==> config.mk <==
export PLATFORM = sky130hd
export DESIGN_NAME = button_debounce_press_classifier_flat
export DESIGN_NICKNAME = d
export VERILOG_FILES = /design/src/sv/bdpc_pkg.sv /design/src/sv/bdpc_if.sv /design/src/sv/bdpc_csr.sv /design/src/sv/bdpc_step.sv /design/src/sv/button_debounce_press_classifier.sv /design/src/flat_wrapper.sv
export SDC_FILE = /design/constraint.sdc
export NUM_CORES = 1
export LEC_CHECK = 0
export BUFFER_PORTS_ARGS = -buffer_cell sky130_fd_sc_hd__buf_2
export CORE_MARGIN = 2
export CORE_UTILIZATION = 50
export CTS_BUF_LIST = sky130_fd_sc_hd__clkbuf_4
export DETAILED_ROUTE_END_ITERATION = 8
export PLACE_DENSITY_LB_ADDON = 0.3
export SLEW_MARGIN = 25
export SYNTH_ARGS = -nofsm -noshare
export SYNTH_HDL_FRONTEND = slang
export SYNTH_SLANG_ARGS = --single-unit
export TNS_END_PERCENT = 100
==> constraint.sdc <==
create_clock -name clock -period 4.46 [get_ports clock]
set_input_delay 1.115 -clock clock [delete_from_list [all_inputs] [get_ports clock]]
set_output_delay 1.115 -clock clock [all_outputs]
set_load 0.02 [all_outputs]
==> src/sv/bdpc_pkg.sv <==
`timescale 1ns / 1ps
`default_nettype none

package bdpc_pkg;

   localparam int CSR_INDEX_W = 2;
   localparam int CSR_DATA_W  = 16;

   localparam logic [CSR_INDEX_W-1:0] CSR_LOW_PRESSED    = 2'd0;
   localparam logic [CSR_INDEX_W-1:0] CSR_DEBOUNCE_TICKS = 2'd1;
   localparam logic [CSR_INDEX_W-1:0] CSR_LONG_TICKS     = 2'd2;

   localparam logic        LOW_PRESSED_RESET    = 1'b1;
   localparam logic [7:0]  DEBOUNCE_TICKS_RESET = 8'd5;
   localparam logic [15:0] LONG_TICKS_RESET     = 16'd100;

   typedef enum logic {
      OP_STEP = 1'b0,
      OP_SEED = 1'b1
   } opcode_type;

   typedef enum logic [1:0] {
      EV_NONE  = 2'd0,
      EV_SHORT = 2'd1,
      EV_LONG  = 2'd2
   } press_event_type;

   typedef struct packed {
      logic        low_pressed;
      logic [7:0]  debounce_ticks;
      logic [15:0] long_press_ticks;
   } cfg_type;

   typedef struct packed {
      logic is_held;
      logic long_done;
   } hold_status_type;

endpackage

==> src/sv/bdpc_if.sv <==
`timescale 1ns / 1ps
`default_nettype none

interface bdpc_req_if;
   logic valid;
   logic ready;
   logic opcode;
   logic pin_level;

   modport source (output valid, output opcode, output pin_level, input ready);
   modport sink (input valid, input opcode, input pin_level, output ready);
endinterface

interface bdpc_rsp_if;
   logic       valid;
   logic       ready;
   logic [1:0] press_event;

   modport source (output valid, output press_event, input ready);
   modport sink (input valid, input press_event, output ready);
endinterface

`default_nettype wire

==> src/sv/bdpc_csr.sv <==
`timescale 1ns / 1ps
`default_nettype none

module bdpc_csr (
   input  wire logic                             clock,
   input  wire logic                             reset,
   input  wire logic                             csr_wr_en,
   input  wire logic [bdpc_pkg::CSR_INDEX_W-1:0] csr_index,
   input  wire logic [bdpc_pkg::CSR_DATA_W-1:0]  csr_wdata,
   output bdpc_pkg::cfg_type                     cfg
);

   bdpc_pkg::cfg_type cfg_ff;

   always_ff @(posedge clock) begin
      if (reset) begin
         cfg_ff.low_pressed      <= bdpc_pkg::LOW_PRESSED_RESET;
         cfg_ff.debounce_ticks   <= bdpc_pkg::DEBOUNCE_TICKS_RESET;
         cfg_ff.long_press_ticks <= bdpc_pkg::LONG_TICKS_RESET;
      end else if (csr_wr_en) begin
         unique case (csr_index)
            bdpc_pkg::CSR_LOW_PRESSED: begin
               cfg_ff.low_pressed <= csr_wdata[0];
            end
            bdpc_pkg::CSR_DEBOUNCE_TICKS: begin
               cfg_ff.debounce_ticks <= csr_wdata[7:0];
            end
            bdpc_pkg::CSR_LONG_TICKS: begin
               cfg_ff.long_press_ticks <= csr_wdata[15:0];
            end
            default: begin
            end
         endcase
      end
   end

   assign cfg = cfg_ff;

endmodule

`default_nettype wire

==> src/sv/bdpc_step.sv <==
`timescale 1ns / 1ps
`default_nettype none

module bdpc_step #(
   parameter int SETTLE_BITS = 8,
   parameter int HOLD_BITS   = 16
) (
   input  wire logic                  clock,
   input  wire logic                  reset,
   input  wire logic                  fire,
   input  wire logic                  opcode,
   input  wire logic                  pin_level,
   input  wire bdpc_pkg::cfg_type     cfg,
   output bdpc_pkg::press_event_type  press_event,
   output bdpc_pkg::hold_status_type  status
);

   localparam int DEB_W  = (SETTLE_BITS > 8) ? SETTLE_BITS : 8;
   localparam int LONG_W = (HOLD_BITS > 16) ? HOLD_BITS : 16;

   logic                   previous_level_ff, previous_level_in;
   logic [SETTLE_BITS-1:0] settle_count_ff, settle_count_in;
   logic [HOLD_BITS-1:0]   hold_count_ff, hold_count_in;
   logic                   is_held_ff, is_held_in;
   logic                   long_done_ff, long_done_in;

   logic                   pressed;
   logic [DEB_W-1:0]       deb_ext;
   logic [DEB_W-1:0]       settle_max_ext;
   logic [SETTLE_BITS-1:0] deb_sat;
   logic [SETTLE_BITS-1:0] settle_dec;
   logic [HOLD_BITS-1:0]   hold_next;
   logic [LONG_W-1:0]      hold_ext;
   logic [LONG_W-1:0]      long_ext;
   logic                   settled;

   assign pressed        = cfg.low_pressed ? ~pin_level : pin_level;
   assign deb_ext        = DEB_W'(cfg.debounce_ticks);
   assign settle_max_ext = DEB_W'({SETTLE_BITS{1'b1}});
   assign deb_sat        = (deb_ext > settle_max_ext) ? settle_max_ext[SETTLE_BITS-1:0]
                                                      : deb_ext[SETTLE_BITS-1:0];
   assign settle_dec     = settle_count_ff - SETTLE_BITS'(1);
   assign hold_next      = (hold_count_ff == {HOLD_BITS{1'b1}}) ? hold_count_ff
                                                                : hold_count_ff + HOLD_BITS'(1);
   assign hold_ext       = LONG_W'(hold_next);
   assign long_ext       = LONG_W'(cfg.long_press_ticks);

   always_comb begin
      previous_level_in = previous_level_ff;
      settle_count_in   = settle_count_ff;
      hold_count_in     = hold_count_ff;
      is_held_in        = is_held_ff;
      long_done_in      = long_done_ff;
      press_event       = bdpc_pkg::EV_NONE;
      settled           = 1'b1;
      if (opcode == bdpc_pkg::OP_SEED) begin
         previous_level_in = pin_level;
         settle_count_in   = '0;
         hold_count_in     = '0;
         is_held_in        = pressed;
         long_done_in      = pressed;
      end else if (pin_level != previous_level_ff) begin
         previous_level_in = pin_level;
         settle_count_in   = deb_sat;
      end else begin
         if (settle_count_ff != '0) begin
            settle_count_in = settle_dec;
            settled         = (settle_dec == '0);
         end
         if (settled) begin
            if (pressed && !is_held_ff) begin
               is_held_in    = 1'b1;
               hold_count_in = '0;
               long_done_in  = 1'b0;
            end else if (!pressed && is_held_ff) begin
               is_held_in = 1'b0;
               if (!long_done_ff) begin
                  press_event = bdpc_pkg::EV_SHORT;
               end
            end else if (pressed) begin
               hold_count_in = hold_next;
               if (!long_done_ff && (hold_ext >= long_ext)) begin
                  long_done_in = 1'b1;
                  press_event  = bdpc_pkg::EV_LONG;
               end
            end
         end
      end
   end

   always_ff @(posedge clock) begin
      if (reset) begin
         previous_level_ff <= 1'b0;
         settle_count_ff   <= '0;
         hold_count_ff     <= '0;
         is_held_ff        <= 1'b0;
         long_done_ff      <= 1'b0;
      end else if (fire) begin
         previous_level_ff <= previous_level_in;
         settle_count_ff   <= settle_count_in;
         hold_count_ff     <= hold_count_in;
         is_held_ff        <= is_held_in;
         long_done_ff      <= long_done_in;
      end
   end

   assign status.is_held   = is_held_ff;
   assign status.long_done = long_done_ff;

endmodule

`default_nettype wire

==> src/sv/button_debounce_press_classifier.sv <==
`timescale 1ns / 1ps
`default_nettype none

// Debounces one sampled button level per beat and classifies presses. A seed beat
// records the starting level; a step beat restarts the settle countdown on a level
// change and, once the level has been stable for debounce_ticks samples, reports a
// short press on release or a long press when the hold reaches long_press_ticks.
// Every request beat produces exactly one response beat. The block takes one beat
// per cycle unless the response side stalls: a request is captured in an input
// register, then the settle and hold counters update and the event lands in the
// output register. Configuration writes belong in idle periods.
module button_debounce_press_classifier #(
   parameter int SETTLE_BITS = 8,
   parameter int HOLD_BITS   = 16
) (
   input  wire logic                             clock,
   input  wire logic                             reset,
   bdpc_req_if.sink                              req_bus,
   bdpc_rsp_if.source                            rsp_bus,
   input  wire logic                             csr_wr_en,
   input  wire logic [bdpc_pkg::CSR_INDEX_W-1:0] csr_index,
   input  wire logic [bdpc_pkg::CSR_DATA_W-1:0]  csr_wdata
);

   bdpc_pkg::cfg_type         cfg;
   bdpc_pkg::press_event_type step_event;
   bdpc_pkg::hold_status_type status;

   logic       in_valid_ff;
   logic       in_opcode_ff;
   logic       in_level_ff;
   logic       out_valid_ff;
   logic [1:0] out_event_ff;
   logic       advance;
   logic       fire;
   logic       req_take;

   assign advance         = ~out_valid_ff | rsp_bus.ready;
   assign fire            = advance & in_valid_ff;
   assign req_bus.ready   = ~in_valid_ff | advance;
   assign req_take        = req_bus.valid & req_bus.ready;

   bdpc_csr u_csr (
      .clock     (clock),
      .reset     (reset),
      .csr_wr_en (csr_wr_en),
      .csr_index (csr_index),
      .csr_wdata (csr_wdata),
      .cfg       (cfg)
   );

   bdpc_step #(
      .SETTLE_BITS (SETTLE_BITS),
      .HOLD_BITS   (HOLD_BITS)
   ) u_step (
      .clock       (clock),
      .reset       (reset),
      .fire        (fire),
      .opcode      (in_opcode_ff),
      .pin_level   (in_level_ff),
      .cfg         (cfg),
      .press_event (step_event),
      .status      (status)
   );

   always_ff @(posedge clock) begin
      if (reset) begin
         in_valid_ff <= 1'b0;
      end else if (req_bus.ready) begin
         in_valid_ff <= req_bus.valid;
      end
   end

   always_ff @(posedge clock) begin
      if (req_take) begin
         in_opcode_ff <= req_bus.opcode;
         in_level_ff  <= req_bus.pin_level;
      end
   end

   always_ff @(posedge clock) begin
      if (reset) begin
         out_valid_ff <= 1'b0;
      end else if (advance) begin
         out_valid_ff <= in_valid_ff;
      end
   end

   always_ff @(posedge clock) begin
      if (fire) begin
         out_event_ff <= step_event;
      end
   end

   assign rsp_bus.valid       = out_valid_ff;
   assign rsp_bus.press_event = out_event_ff;

`ifndef NO_ASSERTIONS
   // A long press is only reported for a hold that is still in progress.
   a_long_while_held: assert property (@(posedge clock) disable iff (reset)
      fire && (step_event == bdpc_pkg::EV_LONG) |=> status.is_held && status.long_done)
      else $error("long press reported without an active hold");

   // A short press is only reported on the release that ends a hold.
   a_short_ends_hold: assert property (@(posedge clock) disable iff (reset)
      fire && (step_event == bdpc_pkg::EV_SHORT) |-> status.is_held && !status.long_done)
      else $error("short press reported outside a hold or after a long press");

   // Each accepted request beat reaches the output register within one advance.
   a_in_reaches_out: assert property (@(posedge clock) disable iff (reset)
      fire |=> out_valid_ff)
      else $error("processed beat did not reach the output register");

   // A response beat never appears without a request beat behind it.
   a_no_spurious_out: assert property (@(posedge clock) disable iff (reset)
      advance && !in_valid_ff |=> !out_valid_ff)
      else $error("response beat produced without a request beat");
`endif

endmodule

`default_nettype wire
==> src/flat_wrapper.sv <==
// flat-port wrapper written by rule: the top's interface ports become plain ports
module button_debounce_press_classifier_flat 
#(
   parameter int SETTLE_BITS = 8,
   parameter int HOLD_BITS   = 16
)
  (clock, reset, csr_wr_en, csr_index, csr_wdata, req_bus_valid, req_bus_opcode, req_bus_pin_level, req_bus_ready, rsp_bus_valid, rsp_bus_press_event, rsp_bus_ready);
  bdpc_req_if req_bus_i ();
  bdpc_rsp_if rsp_bus_i ();
  input  wire logic clock;
  input  wire logic reset;
  input  wire logic csr_wr_en;
  input  wire logic [bdpc_pkg::CSR_INDEX_W-1:0] csr_index;
  input  wire logic [bdpc_pkg::CSR_DATA_W-1:0] csr_wdata;
  input wire logic [$bits(req_bus_i.valid)-1:0] req_bus_valid;
  input wire logic [$bits(req_bus_i.opcode)-1:0] req_bus_opcode;
  input wire logic [$bits(req_bus_i.pin_level)-1:0] req_bus_pin_level;
  output wire logic [$bits(req_bus_i.ready)-1:0] req_bus_ready;
  output wire logic [$bits(rsp_bus_i.valid)-1:0] rsp_bus_valid;
  output wire logic [$bits(rsp_bus_i.press_event)-1:0] rsp_bus_press_event;
  input wire logic [$bits(rsp_bus_i.ready)-1:0] rsp_bus_ready;
  assign req_bus_i.valid = req_bus_valid;
  assign req_bus_i.opcode = req_bus_opcode;
  assign req_bus_i.pin_level = req_bus_pin_level;
  assign req_bus_ready = req_bus_i.ready;
  assign rsp_bus_valid = rsp_bus_i.valid;
  assign rsp_bus_press_event = rsp_bus_i.press_event;
  assign rsp_bus_i.ready = rsp_bus_ready;
  button_debounce_press_classifier #(.SETTLE_BITS(SETTLE_BITS), .HOLD_BITS(HOLD_BITS)) u_core (.clock(clock), .reset(reset), .req_bus(req_bus_i), .rsp_bus(rsp_bus_i), .csr_wr_en(csr_wr_en), .csr_index(csr_index), .csr_wdata(csr_wdata));
endmodule
==> impl_results.md <==
- Run status: finished clean
- Combinational Power Share: 15.7%
- Main combinational cell family by area after synthesis: simple AND/OR/NAND/NOR gates
- Wire length per cell: 14.9 µm
- Largest stage delay on the critical path: 0.51 ns
- Clk sinks: 58
- Post-synth top flop: dfxtp_1
- Residual DRC count: 0
- Post-synth EDFFs: 4
- Die width: 87.9 µm
- Final setup violation count: 0
- Die height: 87.9 µm
- Setup TNS Final: 0 ns
- Iteration count of the initial detailed-routing pass: 4
- Post-route ant nets: 0
- WP data arrival: 3.77 ns
- Post-route minimum period: 3.60 ns
- Syn nets: 474
- Clock skew: 0.0175 ns
- Critical path capture point type: flop
- Mapped Area: 3520 µm²
- # IOs: 29
- Synth-to-layout area growth: 8.74%
- Pin count of the biggest net entering global routing: 38
- Peak supply drop: 0.143 mV
- Total power: 1.04 mW
- Cell taking the most area after synthesis: dfxtp_1
- Longest Clk Path Bufs: 2
- Core Region: 6790 µm²
- Max-capacitance violation count: 0
- Hold depth: 2
- Required time of the critical path: 4.62 ns
- Avg Cell Area, Syn: 8.25 µm²
- PortBufs: 28
- Synth cell types: 66
- Xor and xnor area share after synthesis: 4.73%
- Compound-cell area share of the yosys netlist: 21.0%
- GRT Total Usage: 23.0%
- Yosys reg bits: 58
- Clock latency on the worst-skew pair: 0.42 ns
- Final Hold Fails: 0
- DR vias: 3143
- Crit-path max FO: 12
- Cell Int Power: 0.711 mW
- Initial Utilization: 51.8%
- Synth async-reset ratio: 0%
- Postcts setup bufs: 0
- Root Driver: clkbuf_4
- Synth warn: 0
- Reg2reg setup slack: 0.86 ns
- Detailed Place HPWL: 5.89 mm
- CTS H-Tree Depth: 3
- Synth Area in Adders: 7.82%
- Most area-consuming cells after synthesis: dfxtp_1 (31%), ha_1 (7.8%), nand2_1 (5.9%), a21oi_1 (4.4%), edfxtp_1 (3.4%)
- Reg power frac: 53.2%
- Ant diodes: 0
- Reg clk slew, reported paths: 0.11 ns
- Multiplexer share of the synthesized area: 3.45%
- Post-synthesis sequential area ratio: 34.1%
- Least-Margin Pin Slew: 0.971 ns
- Synth Instances: 427
- Cells along the critical path: ha_1 -> and4_1 -> nand4_1 -> nand3_1 -> o21ai_0 -> inv_1 -> ha_1 -> a21oi_1 -> a21boi_0 -> a2111oi_0 -> o21ai_0 -> nor4b_2
- First-pass GRT wire length: 13.9 mm
- Hold Buf Count CTS: 0
- Post-Synth Simple-Gate Area: 23.2%
- Die area: 7730 µm²
- Worst Hold Class: reg -> reg
- Pleak: 1.52 nW
- TritonCTS Buffers: 9
- Area share of the largest cell type after synthesis: 30.7%
- Global route overflow: 0
- Worst Path Class, Setup: reg -> reg
- F_max: 277 MHz
- Initial antenna violation count: 0
- Clock power frac: 31.0%
- Final Cycle Share: 80.8%
- Fin Hold WS: 0.463 ns
- Slew Viols, Final: 0
- CTS tree: yes
- FP Rows: 30
- First-iteration detailed-routing DRC count: 154
- NetSw: 0.331 mW
- Switching share of power: 31.7%
- Vias per std cell: 5.75
- Layout cells sized above 1: 12.6%
- Vias in the first global route: 3014
- Critical path's slowest cell: a2111oi_0
- Post-CTS Resized: 0
- Total wire length: 8.15 mm
- R2R depth: 12
- Startpoint types: flop
- Pwr Density: 272 nW/µm²
- RSZ-0062 raised after global routing: false
- Rel. slew slack: 35.1%
- Routability cong.: 0.905
- Layout Nets: 493
[cell type report]
class / count / area (µm²)
timing repair buffer: 32 / 170
multi-input combinational: 317 / 2120
inverter: 28 / 105
fill: 615 / 2970
clock buffer: 9 / 67.6
clock inverter: 7 / 45.0
tap: 96 / 120
sequential: 58 / 1200
[logic make-up after synthesis]
family,after synthesis
and+or+nand+nor,156
buffers and inverters,52
adders and majority gates,22
muxes,12
DFF,58
xor gates and xnor gates,19
AOI/OAI and AO/OA,108
[critical path, delay by kind of cell, from the launching register on]
kind / cells / cell delay (ns)
AO/OA/AOI/OAI: 5 / 1.12
buffers and inverters: 1 / 0.07
adder cells (fa/ha/maj): 2 / 0.53
AND/OR/NAND/NOR: 4 / 1.18
flip-flops: 1 / 0.46
[synth_stat cells (4+ instances only)]
cell / count
or3_1: 5
and4_1: 4
nor2_1: 30
ha_1: 22
mux2i_1: 11
buf_2: 4
buf_1: 4
xnor2_1: 11
inv_1: 27
o21ai_0: 13
nand4_1: 7
xor2_1: 8
dfxtp_1: 54
a21o_1: 5
edfxtp_1: 4
nand3b_1: 4
clkbuf_1: 16
nor3_1: 7
nand2_1: 55
o31ai_1: 7
o211ai_1: 12
a21oi_1: 31
a2111oi_0: 4
nand3_1: 18
[worst paths after layout]
kind,startpoint,endpoint
worst max register to register,u_core.u_step.hold_count_ff[0],u_core.rsp_bus.press_event[1]
worst min-delay path,u_core.u_csr.cfg[15],u_core.u_csr.cfg[15]
worst max-delay path,u_core.u_step.hold_count_ff[0],u_core.rsp_bus.press_event[1]
worst min register to register,u_core.u_csr.cfg[15],u_core.u_csr.cfg[15]
[layer usage]
metal / GRT usage (%) / routed length, µm
met1: 28.7 / 3600
met2: 39.3 / 4050
met3: 5.56 / 401
met4: 7.13 / 102
met5: 0 / 0
[placed cells by master (no fill, tap or decap), drive strengths merged, types with 5 or more instances in the layout]
cell type	n
nor2	30
dfxtp	54
inv	28
clkbuf	9
ha	22
nor3	8
buf	32
o21ai	16
nand4	7
nand3	18
a21oi	31
nand2	55
xor2	8
o31ai	7
xnor2	11
o211ai	12
a21o	5
mux2i	11
or3	5
[power by group through the flow]
| stage | Sequential (mW) | Combinational [mW] | Clock, mW |
|---|---|---|---|
| 2_1_floorplan | 0.562 | 0.122 | 0 |
| 3_5_place_dp | 0.567 | 0.162 | 0 |
| 6_report | 0.555 | 0.164 | 0.323 |
| 3_3_place_gp | 0.566 | 0.160 | 0 |
| 4_1_cts | 0.555 | 0.163 | 0.330 |
| 5_1_grt | 0.557 | 0.183 | 0.354 |
[sequential cells by signal, indices dropped and copies added (netlist names)]
signal                           flops
u_core.u_csr.cfg                    25
u_core.u_step.hold_count_ff         16
u_core.u_step.settle_count_ff        8
u_core.rsp_bus.press_event           2
u_core.in_level_ff                   1
u_core.in_opcode_ff                  1
u_core.in_valid_ff                   1
u_core.rsp_bus.valid                 1
u_core.u_step.is_held_ff             1
u_core.u_step.long_done_ff           1
u_core.u_step.previous_level_ff      1
[metrics by stage]
| step | worst slack (ns) | util, % | cell area [µm²] | std cells |
|---|---|---|---|---|
| CTS | 0.891 | 56.4 | 3830 | 547 |
| finish | 0.855 | 56.4 | 3830 | 547 |
| detailed placement | 0.925 | 54.7 | 3720 | 531 |
| global placement | 1.05 | 54.7 | 3720 | 531 |
| floorplan | 1.37 | - | 3520 | 427 |
| global route | 0.341 | 56.4 | 3830 | 547 |
Power figures use the tool's default switching activity.
